--- src/design/csem_pkg.sv ---
`default_nettype none

package csem_pkg;

    localparam int QUEUE_DEPTH_DEF    = 16;
    localparam int THREAD_ID_BITS_DEF = 8;

    localparam int OP_W     = 2;
    localparam int ID_W     = 8;
    localparam int COUNT_W  = 16;
    localparam int STATUS_W = 2;

    localparam logic [COUNT_W-1:0] COUNT_MAX = '1;

    typedef enum logic [OP_W-1:0] {
        OP_WAIT   = 2'd0,
        OP_SIGNAL = 2'd1,
        OP_CLOSE  = 2'd2,
        OP_NONE   = 2'd3
    } t_op;

    typedef enum logic [STATUS_W-1:0] {
        STAT_OK      = 2'd0,
        STAT_BLOCKED = 2'd1,
        STAT_FULL    = 2'd2,
        STAT_SAT     = 2'd3
    } t_status;

    typedef enum logic [1:0] {
        BK_IDLE,
        BK_FETCH,
        BK_WAKE
    } t_back_state;

    // decoded command handed from the front to the back
    typedef struct packed {
        logic            valid;
        t_op             op;
        logic [ID_W-1:0] tid;
    } t_cmd;

endpackage

`default_nettype wire

--- src/design/csem_front.sv ---
`default_nettype none

module csem_front #(
    parameter int THREAD_ID_BITS = csem_pkg::THREAD_ID_BITS_DEF
) (
    input  wire logic                          i_clk,
    input  wire logic                          i_rst_n,
    input  wire logic                          i_valid,
    output logic                               o_ready,
    input  wire logic [csem_pkg::OP_W-1:0]     i_op,
    input  wire logic [csem_pkg::ID_W-1:0]     i_thread_id,
    output csem_pkg::t_cmd                     o_cmd,
    input  wire logic                          i_pop
);

    localparam int TID_W = (THREAD_ID_BITS < csem_pkg::ID_W) ? THREAD_ID_BITS : csem_pkg::ID_W;
    localparam logic [csem_pkg::ID_W-1:0] TID_MASK = csem_pkg::ID_W'((1 << TID_W) - 1);

    csem_pkg::t_cmd r_slot [2];
    logic           r_wr_ptr, n_wr_ptr;
    logic           r_rd_ptr, n_rd_ptr;
    logic [1:0]     r_fill, n_fill;
    csem_pkg::t_op  dec_op;
    logic           push;
    logic           pop;

    always_comb begin
        case (i_op)
            csem_pkg::OP_WAIT:   dec_op = csem_pkg::OP_WAIT;
            csem_pkg::OP_SIGNAL: dec_op = csem_pkg::OP_SIGNAL;
            csem_pkg::OP_CLOSE:  dec_op = csem_pkg::OP_CLOSE;
            default:             dec_op = csem_pkg::OP_NONE;
        endcase
    end

    assign o_ready = (r_fill != 2'd2);
    assign push    = i_valid && o_ready;
    assign pop     = i_pop && (r_fill != 2'd0);

    always_comb begin
        n_wr_ptr = push ? ~r_wr_ptr : r_wr_ptr;
        n_rd_ptr = pop ? ~r_rd_ptr : r_rd_ptr;
        n_fill   = r_fill + {1'b0, push} - {1'b0, pop};
    end

    always_ff @(posedge i_clk) begin
        if (!i_rst_n) begin
            r_wr_ptr <= 1'b0;
            r_rd_ptr <= 1'b0;
            r_fill   <= 2'd0;
        end else begin
            r_wr_ptr <= n_wr_ptr;
            r_rd_ptr <= n_rd_ptr;
            r_fill   <= n_fill;
        end
    end

    always_ff @(posedge i_clk) begin
        if (push) begin
            r_slot[r_wr_ptr].valid <= 1'b1;
            r_slot[r_wr_ptr].op    <= dec_op;
            r_slot[r_wr_ptr].tid   <= i_thread_id & TID_MASK;
        end
    end

    always_comb begin
        o_cmd       = r_slot[r_rd_ptr];
        o_cmd.valid = (r_fill != 2'd0);
    end

endmodule

`default_nettype wire

--- src/design/csem_back.sv ---
`default_nettype none

module csem_back #(
    parameter int QUEUE_DEPTH    = csem_pkg::QUEUE_DEPTH_DEF,
    parameter int THREAD_ID_BITS = csem_pkg::THREAD_ID_BITS_DEF
) (
    input  wire logic                             i_clk,
    input  wire logic                             i_rst_n,
    input  wire logic                             i_cfg_we,
    input  wire logic [csem_pkg::COUNT_W-1:0]     i_cfg_data,
    input  wire csem_pkg::t_cmd                   i_cmd,
    output logic                                  o_pop,
    output logic                                  o_valid,
    input  wire logic                             i_ready,
    output logic [csem_pkg::STATUS_W-1:0]         o_status,
    output logic                                  o_wake_valid,
    output logic [csem_pkg::ID_W-1:0]             o_wake_thread,
    output logic                                  o_last
);

    localparam int TID_W = (THREAD_ID_BITS < csem_pkg::ID_W) ? THREAD_ID_BITS : csem_pkg::ID_W;
    localparam int PTR_W = $clog2(QUEUE_DEPTH);
    localparam int CNT_W = $clog2(QUEUE_DEPTH + 1);
    localparam int OUT_W = csem_pkg::ID_W;

    function automatic logic [PTR_W-1:0] next_slot(input logic [PTR_W-1:0] p);
        next_slot = (p == PTR_W'(QUEUE_DEPTH - 1)) ? '0 : p + 1'b1;
    endfunction

    logic [TID_W-1:0]             r_mem [QUEUE_DEPTH];
    logic [TID_W-1:0]             r_rd_data;

    csem_pkg::t_back_state        r_state, n_state;
    logic [csem_pkg::COUNT_W-1:0] r_init;
    logic [csem_pkg::COUNT_W-1:0] r_count, n_count;
    logic [CNT_W-1:0]             r_wcnt, n_wcnt;
    logic [PTR_W-1:0]             r_head, n_head;
    logic [PTR_W-1:0]             r_tail, n_tail;
    logic                         r_close, n_close;

    logic                         r_out_valid;
    csem_pkg::t_status            r_out_status;
    logic                         r_out_wake;
    logic [OUT_W-1:0]             r_out_tid;
    logic                         r_out_last;

    logic                         out_free;
    logic                         emit;
    csem_pkg::t_status            e_status;
    logic                         e_wake;
    logic [OUT_W-1:0]             e_tid;
    logic                         e_last;
    logic                         mem_we;

    assign out_free = !r_out_valid || i_ready;

    always_comb begin
        n_state  = r_state;
        n_count  = r_count;
        n_wcnt   = r_wcnt;
        n_head   = r_head;
        n_tail   = r_tail;
        n_close  = r_close;
        mem_we   = 1'b0;
        o_pop    = 1'b0;
        emit     = 1'b0;
        e_status = csem_pkg::STAT_OK;
        e_wake   = 1'b0;
        e_tid    = '0;
        e_last   = 1'b1;
        case (r_state)
            csem_pkg::BK_IDLE: begin
                if (i_cmd.valid && out_free) begin
                    o_pop = 1'b1;
                    case (i_cmd.op)
                        csem_pkg::OP_WAIT: begin
                            emit = 1'b1;
                            if (r_count != '0) begin
                                n_count = r_count - 1'b1;
                            end else if (r_wcnt == CNT_W'(QUEUE_DEPTH)) begin
                                e_status = csem_pkg::STAT_FULL;
                            end else begin
                                mem_we   = 1'b1;
                                n_tail   = next_slot(r_tail);
                                n_wcnt   = r_wcnt + 1'b1;
                                e_status = csem_pkg::STAT_BLOCKED;
                            end
                        end
                        csem_pkg::OP_SIGNAL: begin
                            if (r_wcnt != '0 && r_count == '0) begin
                                // head entry is in the read register by the wake cycle
                                n_close = 1'b0;
                                n_state = csem_pkg::BK_WAKE;
                            end else if (r_count == csem_pkg::COUNT_MAX) begin
                                emit     = 1'b1;
                                e_status = csem_pkg::STAT_SAT;
                            end else begin
                                emit    = 1'b1;
                                n_count = r_count + 1'b1;
                            end
                        end
                        csem_pkg::OP_CLOSE: begin
                            if (r_wcnt == '0) begin
                                emit    = 1'b1;
                                n_head  = '0;
                                n_tail  = '0;
                                n_count = r_init;
                            end else begin
                                n_close = 1'b1;
                                n_state = csem_pkg::BK_WAKE;
                            end
                        end
                        default: begin
                            emit = 1'b1;
                        end
                    endcase
                end
            end
            csem_pkg::BK_FETCH: begin
                n_state = csem_pkg::BK_WAKE;
            end
            csem_pkg::BK_WAKE: begin
                if (out_free) begin
                    emit   = 1'b1;
                    e_wake = 1'b1;
                    e_tid  = OUT_W'(r_rd_data);
                    n_head = next_slot(r_head);
                    n_wcnt = r_wcnt - 1'b1;
                    n_state = csem_pkg::BK_IDLE;
                    if (r_close) begin
                        e_last = (r_wcnt == CNT_W'(1));
                        if (r_wcnt == CNT_W'(1)) begin
                            n_head  = '0;
                            n_tail  = '0;
                            n_wcnt  = '0;
                            n_count = r_init;
                            n_close = 1'b0;
                        end else begin
                            // the fetch state lets the read register load the new head
                            n_state = csem_pkg::BK_FETCH;
                        end
                    end
                end
            end
            default: begin
                n_state = csem_pkg::BK_IDLE;
            end
        endcase
    end

    always_ff @(posedge i_clk) begin
        if (!i_rst_n) begin
            r_state <= csem_pkg::BK_IDLE;
            r_init  <= '0;
            r_count <= '0;
            r_wcnt  <= '0;
            r_head  <= '0;
            r_tail  <= '0;
            r_close <= 1'b0;
        end else begin
            r_state <= n_state;
            r_count <= n_count;
            r_wcnt  <= n_wcnt;
            r_head  <= n_head;
            r_tail  <= n_tail;
            r_close <= n_close;
            if (i_cfg_we) begin
                r_init <= i_cfg_data;
            end
        end
    end

    always_ff @(posedge i_clk) begin
        if (mem_we) begin
            r_mem[r_tail] <= i_cmd.tid[TID_W-1:0];
        end
        r_rd_data <= r_mem[r_head];
    end

    always_ff @(posedge i_clk) begin
        if (!i_rst_n) begin
            r_out_valid <= 1'b0;
        end else if (emit) begin
            r_out_valid <= 1'b1;
        end else if (i_ready) begin
            r_out_valid <= 1'b0;
        end
    end

    always_ff @(posedge i_clk) begin
        if (emit) begin
            r_out_status <= e_status;
            r_out_wake   <= e_wake;
            r_out_tid    <= e_tid;
            r_out_last   <= e_last;
        end
    end

    assign o_valid       = r_out_valid;
    assign o_status      = r_out_status;
    assign o_wake_valid  = r_out_wake;
    assign o_wake_thread = r_out_tid;
    assign o_last        = r_out_last;

endmodule

`default_nettype wire

--- src/design/counting_semaphore_wait_queue.sv ---
`default_nettype none

// Counting semaphore with a FIFO of blocked thread ids. Ops enter on the s_axis
// side (tuser = op, tdata = thread id), go through a two-entry command queue,
// and are executed one at a time by the back end, which owns the count, the
// waiter memory and a registered result stage on m_axis. A wait, a signal that
// wakes nobody, or op 3 gives a single result; a signal that wakes a waiter
// takes the id from the registered read port of the waiter memory. A close with
// no waiters gives one result; otherwise it releases every waiter, one result
// each with tlast on the final one. Either way it reloads the count from
// initial_count. initial_count is written on the cfg channel, which is always
// ready, and only takes effect at the next close.
module counting_semaphore_wait_queue #(
    parameter int QUEUE_DEPTH    = csem_pkg::QUEUE_DEPTH_DEF,
    parameter int THREAD_ID_BITS = csem_pkg::THREAD_ID_BITS_DEF
) (
    input  wire logic                         i_clk,
    input  wire logic                         i_rst_n,
    input  wire logic                         i_cfg_valid,
    output logic                              o_cfg_ready,
    input  wire logic [csem_pkg::COUNT_W-1:0] i_cfg_data,    // initial_count
    input  wire logic                         s_axis_tvalid,
    output logic                              s_axis_tready,
    input  wire logic [7:0]                   s_axis_tdata,  // [7:0] thread_id
    input  wire logic [1:0]                   s_axis_tuser,  // [1:0] op
    output logic                              m_axis_tvalid,
    input  wire logic                         m_axis_tready,
    output logic [7:0]                        m_axis_tdata,  // [7:0] wake_thread
    output logic [2:0]                        m_axis_tuser,  // [1:0] status, [2] wake_valid
    output logic                              m_axis_tlast   // last
);

    csem_pkg::t_cmd cmd;
    logic           cmd_pop;

    assign o_cfg_ready = 1'b1;

    csem_front #(
        .THREAD_ID_BITS (THREAD_ID_BITS)
    ) u_front (
        .i_clk       (i_clk),
        .i_rst_n     (i_rst_n),
        .i_valid     (s_axis_tvalid),
        .o_ready     (s_axis_tready),
        .i_op        (s_axis_tuser),
        .i_thread_id (s_axis_tdata),
        .o_cmd       (cmd),
        .i_pop       (cmd_pop)
    );

    csem_back #(
        .QUEUE_DEPTH    (QUEUE_DEPTH),
        .THREAD_ID_BITS (THREAD_ID_BITS)
    ) u_back (
        .i_clk         (i_clk),
        .i_rst_n       (i_rst_n),
        .i_cfg_we      (i_cfg_valid),
        .i_cfg_data    (i_cfg_data),
        .i_cmd         (cmd),
        .o_pop         (cmd_pop),
        .o_valid       (m_axis_tvalid),
        .i_ready       (m_axis_tready),
        .o_status      (m_axis_tuser[1:0]),
        .o_wake_valid  (m_axis_tuser[2]),
        .o_wake_thread (m_axis_tdata),
        .o_last        (m_axis_tlast)
    );

endmodule

`default_nettype wire

--- config.mk ---
export PLATFORM = sky130hd
export DESIGN_NAME = counting_semaphore_wait_queue
export DESIGN_NICKNAME = d
export VERILOG_FILES = /design/src/design/csem_pkg.sv /design/src/design/csem_front.sv /design/src/design/csem_back.sv /design/src/design/counting_semaphore_wait_queue.sv
export SDC_FILE = /design/constraint.sdc
export NUM_CORES = 1
export LEC_CHECK = 0
export BUFFER_PORTS_ARGS = -buffer_cell sky130_fd_sc_hd__buf_2
export CAP_MARGIN = 15
export CELL_PAD_IN_SITES_DETAIL_PLACEMENT = 0
export CELL_PAD_IN_SITES_GLOBAL_PLACEMENT = 1
export CORE_ASPECT_RATIO = 0.75
export CORE_UTILIZATION = 51
export CTS_CLUSTER_SIZE = 24
export DETAILED_ROUTE_END_ITERATION = 8
export PLACE_DENSITY = 0.83
export SLEW_MARGIN = 20
export SYNTH_ARGS = -nofsm -noshare
export SYNTH_HDL_FRONTEND = slang
export SYNTH_SLANG_ARGS = --single-unit
--- constraint.sdc ---
create_clock -name i_clk -period 3.8 [get_ports i_clk]
set_clock_uncertainty 0.1 [all_clocks]
set_input_delay 0.38 -clock i_clk [delete_from_list [all_inputs] [get_ports i_clk]]
set_output_delay 0.38 -clock i_clk [all_outputs]
set_load 0.1 [all_outputs]
==> impl_metrics.tcl, run 1 <==
set metrics [dict create \
    place_ws_ns 0.4415 \
    required_ns 4.09 \
    root_buffer "clkbuf_16" \
    met2_usage_pct 32.80 \
    synthTopCellsByArea "edfxtp_1, dfxtp_1, mux4_2" \
    tritoncts "yes" \
    setup_violations 0 \
    slew_viol_final 0 \
    ctsResizeCount 0 \
    comb_power_share_pct 35.2 \
    setup_slack_ns 0.3895 \
    multiInputGateArea_um2 3546 \
    vias 6138 \
    clk_pin_slew_ns 0.06 \
    tightest_slew_ns 0.9526 \
    cap_violations 0 \
    avgSynthCellArea_um2 13.84 \
    end_kind "flip-flop" \
    chipWidth_um 162.5 \
    outcome "finished clean" \
    core_area_um2 18720 \
    use_met3_pct 4.022 \
    post_cts_buffers 0 \
    dp_hpwl_um 14330 \
    grt_overflow_total 0 \
    synth_top_cell_by_area "edfxtp_1" \
    synth-warning-count 0 \
    ys_async_sr_fraction_pct 0 \
    worst_setup_path_start_kind "flip-flop" \
    place_congestion 0.8994 \
    route.detailed.drc 0 \
    worstSetupPathType "reg2reg" \
    fin_crit_sh_pct 89.75 \
    io_pins 46 \
    netlist.area_leader.share_pct 48.74 \
    rsz0062_at_grt "no" \
    grt_start_max_net_pins 38 \
    cts_sinks 222 \
    crit_fanout 8 \
    row_count 43 \
    tns_ns 0 \
    die_height_um 122.4 \
    viasPerCell 5.930 \
    cp.arrival_ns 3.70 \
    antenna_cells 0 \
    seqPwrFrac_pct 38.1 \
    synthTopCellsByCount "edfxtp_1, nor2_1, dfxtp_1" \
    p_leak_nw 3.969 \
    layout-drive-gt1-share_pct 21.70 \
    slew_headroom_pct 36.49 \
    nets 835 \
    wirelength_um 21450 \
    max_freq_mhz 293.2 \
    io_buffers 44 \
    initial_core_util_pct 52.65 \
    hold_viol_final 0 \
    synth_edf_count 160 \
    netlist_area_um2 9857 \
    grt_pass1_wl_um 33980 \
    grt.busiest_layer "met1" \
    met1_usage_pct 35.82 \
    yosysMostFrequentCell "edfxtp_1" \
    power.density_nw_per_um2 729.2 \
    track_usage_pct 22.70 \
    seqCellArea_um2 6048 \
    cts.path.max_buffers 3 \
    power_switching_mw 2.979 \
    ys_seq_area_share_pct 61.34 \
    antenna_found_initial 0 \
    synthDistinctLibCells 68 \
    wire_per_inst_um 20.73 \
    die_area_um2 19890 \
    hp-class "in2reg" \
    synthCells 712 \
    synth_top_flop_cell "edfxtp_1" \
    ant_nets 0 \
    clockPowerShare_pct 26.7 \
    switching_share_pct 36.46 \
    grt_pass1_vias 5926 \
    drt_pre_antenna_iters 5 \
    finalCriticalPeriod_ns 3.410 \
    vdd_drop_max_uv 681.9 \
    fillers 1435 \
    numCtsBuffers 22 \
    syn_nets 774 \
    htree_num_levels 1 \
    ys_ff_latch 222 \
    drt-initial-drc-count 596 \
    area_growth_pct 13.67 \
    p_int_mw 5.191 \
    insertion_delay_ns 0.50 \
]
==> sequential cells by signal, summed over array words and instances, names as in the netlist, 2 cells and up, named ones only <==
| name | count |
|---|---|
| u_front.r_slot | 20 |
| u_back.r_state | 2 |
| u_front.r_fill | 2 |
| u_back.r_mem | 128 |
| u_back.r_head | 4 |
| u_back.r_wcnt | 5 |
| u_back.r_rd_data | 8 |
| u_back.r_tail | 4 |
| u_back.o_wake_thread | 8 |
| u_back.o_status | 2 |
| u_back.r_init | 16 |
| u_back.r_count | 16 |
==> cell usage in the layout (no fill, tap or decap), types with 10 or more instances in the layout <==
master           n
nand2_1         44
nand4_1         10
a21oi_1         24
o21ai_0         29
ha_1            30
mux2i_1         22
mux2_2          10
mux4_2          40
buf_2           44
a31oi_1         14
xnor2_1         10
inv_1           14
nand3_1         13
dfxtp_1         60
buf_4           24
dlygate4sd3_1   11
edfxtp_1       160
and3_1          13
clkbuf_16       23
nor3_1          13
nor2_1          65
==> timing repair <==
action,CTS,global route
endpoints found under the setup margin,0,0
hold buffers,11,0
hold endpoints to repair,21,0
==> path summary, 6_finish.rpt <==
| path | from | end | slack (ns) | depth (start not counted) |
|---|---|---|---|---|
| worst min-delay path | i_cfg_data[9] | u_back.r_init[9] | 0.02 | 3 |
| worst max-delay path | flip-flop | u_back.r_count[14] | 0.39 | 10 |
| worst max register to register | flip-flop | u_back.r_count[14] | 0.39 | 10 |
| worst min register to register | u_back.r_init[7] | u_back.r_count[7] | 0.39 | 2 |
==> cells by family after synthesis <==
kind of cell,after synthesis,synth area share (%)
compound gates,118,8.353
xor+xnor,14,1.244
fa+ha+maj,31,4.011
buf+inv,58,2.691
flops,222,61.34
mux,72,12.52
other cells,1,0.03804
simple gates,196,9.812
==> area by class of cell <==
| cell class | instances | share of cell area, % |
|---|---|---|
| Inverter | 16 | 0.5807 |
| Multi-Input combinational cell | 432 | 31.65 |
| Timing Repair Buffer | 79 | 4.556 |
| Sequential cell | 222 | 53.98 |
| Clock buffer | 26 | 5.237 |
| Clock inverter | 13 | 1.240 |
| Tap cell | 247 | 2.758 |
==> power groups by stage <==
stage | logic, mW | clock network [mW] | registers (mW)
after floorplan | 1.94 | 0 | 3.56
after global placement | 2.76 | 0 | 3.15
after detailed placement | 2.83 | 0 | 3.16
after CTS | 2.86 | 2.22 | 3.11
after global routing | 3.13 | 2.31 | 3.14
final | 2.88 | 2.18 | 3.11
==> critical path: stages, from the launching register on <==
cell,delay (ns)
dfxtp_1,0.36
mux2i_1,0.33
ha_1,0.42
inv_1,0.23
ha_1,0.38
nor2b_1,0.26
o2111ai_1,0.23
a2111oi_0,0.61
nor4_1,0.13
xnor2_1,0.18
o21ai_1,0.09
==> per-stage QoR <==
stage | power [mW] | cells | hold slack, ns | utilization, % | cell area [um^2]
after floorplan | 5.500 | 712 | 0.3479 | - | 9857
final | 8.170 | 1035 | 0.01759 | 59.84 | 11200
after detailed placement | 5.991 | 985 | 0.3818 | 55.38 | 10370
after CTS | 8.187 | 1035 | 0.003334 | 59.84 | 11200
after global routing | 8.581 | 1035 | 0.01369 | 59.84 | 11200
after global placement | 5.908 | 985 | 0.3736 | 55.38 | 10370
==> per-layer routing <==
layer | part of all wire [%] | routed length (um)
met1 | 49 | 10410
met4 | 1.1 | 240
met5 | 0 | 0
met2 | 43 | 9178
met3 | 7.6 | 1625
Note: power is estimated with default switching activity, not from simulation.
==> inputs of run 2 (changes only) <==
--- a/config.mk
+++ b/config.mk
@@ -9,7 +9,6 @@
 export CAP_MARGIN = 15
 export CELL_PAD_IN_SITES_DETAIL_PLACEMENT = 0
 export CELL_PAD_IN_SITES_GLOBAL_PLACEMENT = 1
-export CORE_ASPECT_RATIO = 0.75
 export CORE_UTILIZATION = 51
 export CTS_CLUSTER_SIZE = 24
 export DETAILED_ROUTE_END_ITERATION = 8
==> run 2 against run 1 <==
Final cell count rose by 1.4%. Register-to-register slack barely moved. Sequential share of layout area fell by 0.15 points.
==> impl_metrics.tcl, run 2 (synthesis results as in run 1) <==
set metrics [dict create \
    r2r-end "u_back.r_count[14]" \
    nets 836 \
    crit_path_max_incr_delay_ns 0.54 \
    chipWidth_um 141.0 \
    drt-initial-drc-count 430 \
    fillers 1439 \
    max_freq_mhz 292.0 \
    final_common_cell "edfxtp_1" \
    largest_reg_flops 128 \
    outcome "finished clean" \
    place_congestion 0.8683 \
    rsz0062_at_grt "no" \
    drt_pre_antenna_iters 5 \
    cts_sinks 222 \
    largest_register "u_back.r_mem" \
    grt_overflow_total 0 \
    cts.path.max_buffers 3 \
    core_area_um2 18830 \
    end_kind "flip-flop" \
    grt_start_max_net_pins 38 \
    initial_core_util_pct 52.35 \
    antenna_found_initial 0 \
    finalCriticalPeriod_ns 3.425 \
    layout-drive-gt1-share_pct 22.03 \
    slew_viol_final 0 \
    dp_hpwl_um 14370 \
    row_count 50 \
    grt_pass1_vias 6277 \
    final_cell_mix "edfxtp_1, nor2_1, dfxtp_1" \
    totalPowerFinal_mw 8.113 \
    vdd_drop_max_uv 458.8 \
    tns_ns 0 \
    crit_chain "mux2i_1, ha_1, clkinvlp_4, ha_1, nor2b_1, o2111ai_1, a2111oi_0, nor4_1, xnor2_1, o21ai_1" \
    route.detailed.drc 0 \
    reg_top3 "u_back.r_mem: 128 flops, u_front.r_slot: 20 flops" \
    wire_per_inst_um 20.09 \
    io_pins 46 \
    worst_setup_path_start_kind "flip-flop" \
    cp.arrival_ns 3.76 \
    cap_violations 0 \
    io_buffers 44 \
    viasPerCell 5.837 \
    die_height_um 141.0 \
    power.density_nw_per_um2 722.2 \
    worstHoldStart "i_cfg_data[7]" \
    r2r_slack_ns 0.37 \
    tritoncts "yes" \
    reg2reg_depth 10 \
    cp_slowest_cell "a2111oi_0" \
    die_area_um2 19890 \
    slew_headroom_pct 31.12 \
    insertion_delay_ns 0.50 \
    utilization_pct 59.65 \
    multiInputGateArea_um2 3550 \
    ant_nets 0 \
    p_leak_nw 3.977 \
    grt_pass1_wl_um 33440 \
    setup_violations 0 \
    numCtsBuffers 23 \
    cpMostUsedCell "ha_1" \
    seqCellArea_um2 6047 \
    required_ns 4.13 \
    hold_viol_final 0 \
    antenna_cells 0 \
    whs_path_depth 3 \
    wirelength_um 21100 \
    root_buffer "clkbuf_16" \
    tightest_slew_ns 1.029 \
    area_growth_pct 13.96 \
    track_usage_pct 22.06 \
    clk_pin_slew_ns 0.06 \
    fin_crit_sh_pct 90.13 \
    htree_num_levels 1 \
    timing.hold.worst_endpoint "u_back.r_init[7]" \
    crit_fanout 8 \
    vias 6129 \
    hp-class "in2reg" \
    worstSetupPathType "reg2reg" \
]
[run 2: changes by cell type in the layout (fill, tap and decap cells not counted), sizes merged]
cell         previous run  this run
clkinv                  9         7
dlygate4sd3            11        10
inv                    15        14
bufinv                  3         1
clkbuf                 26        34
clkinvlp                2         1
buf                    68        69
[run 2: stage by stage]
stage	hold slack, ns	cell area, um^2	cells	setup slack [ns]
after floorplan	0.3479	9857	712	0.3754
after global placement	0.3696	10390	997	0.4921
after global routing	0.01328	11230	1050	0.07840
after detailed placement	0.3732	10390	997	0.3319
after CTS	0.001379	11190	1046	0.3163
final	0.01766	11230	1050	0.3750
[run 2: critical path, delay by kind of cell (launching register included)]
family          cells  cell delay (ns)
buf+inv             1             0.29
mux                 1             0.32
xor+xnor            1             0.15
compound gates      3             0.91
fa+ha+maj           2             0.84
flops               1             0.38
simple gates        2             0.37
[run 2: power by group]
| group | switching, mW | internal [mW] | leakage [nW] | total [mW] |
|---|---|---|---|---|
| clock | 0.881 | 1.27 | 0.357 | 2.15 |
| combinational | 1.93 | 0.923 | 1.66 | 2.85 |
| sequential | 0.150 | 2.97 | 1.96 | 3.12 |
| total | 2.96 | 5.16 | 3.98 | 8.11 |
[run 2: how the worst max path moves through the flow]
stage                         end      start  slack, ns  depth (start not counted)
2_1_floorplan  u_back.r_count[11]  flip-flop       0.38                         13
3_3_place_gp   u_back.r_count[14]  flip-flop       0.49                         10
3_5_place_dp   u_back.r_count[12]  flip-flop       0.33                         10
4_1_cts        u_back.r_count[12]  flip-flop       0.32                         10
5_1_grt        u_back.r_count[14]  flip-flop       0.08                         10
6_report       u_back.r_count[14]  flip-flop       0.37                         10
[run 2: layer usage]
layer,global-route usage [%],up-vias,share of wire (%)
li1,-,2852,-
met1,27.25,3061,40
met2,39.62,173,52
met3,2.955,43,4.6
met4,8.066,0,3.0
met5,0,-,0
[run 2: final cells by class]
cell class	count	share of cell area (%)
clock buffers	34	5.859
multi-input cells	432	31.60
well taps	260	2.896
inverters	16	0.6126
clock inverters	7	0.5681
flip-flops and latches	222	53.83
repair buffers	79	4.634
[run 2: what timing repair did]
item | in CTS | in global routing
setup buffers | 0 | 2
hold buffers | 8 | 2
hold endpoints to repair | 16 | 4
gates resized for setup | 0 | 1
endpoints found under the setup margin | 0 | 2
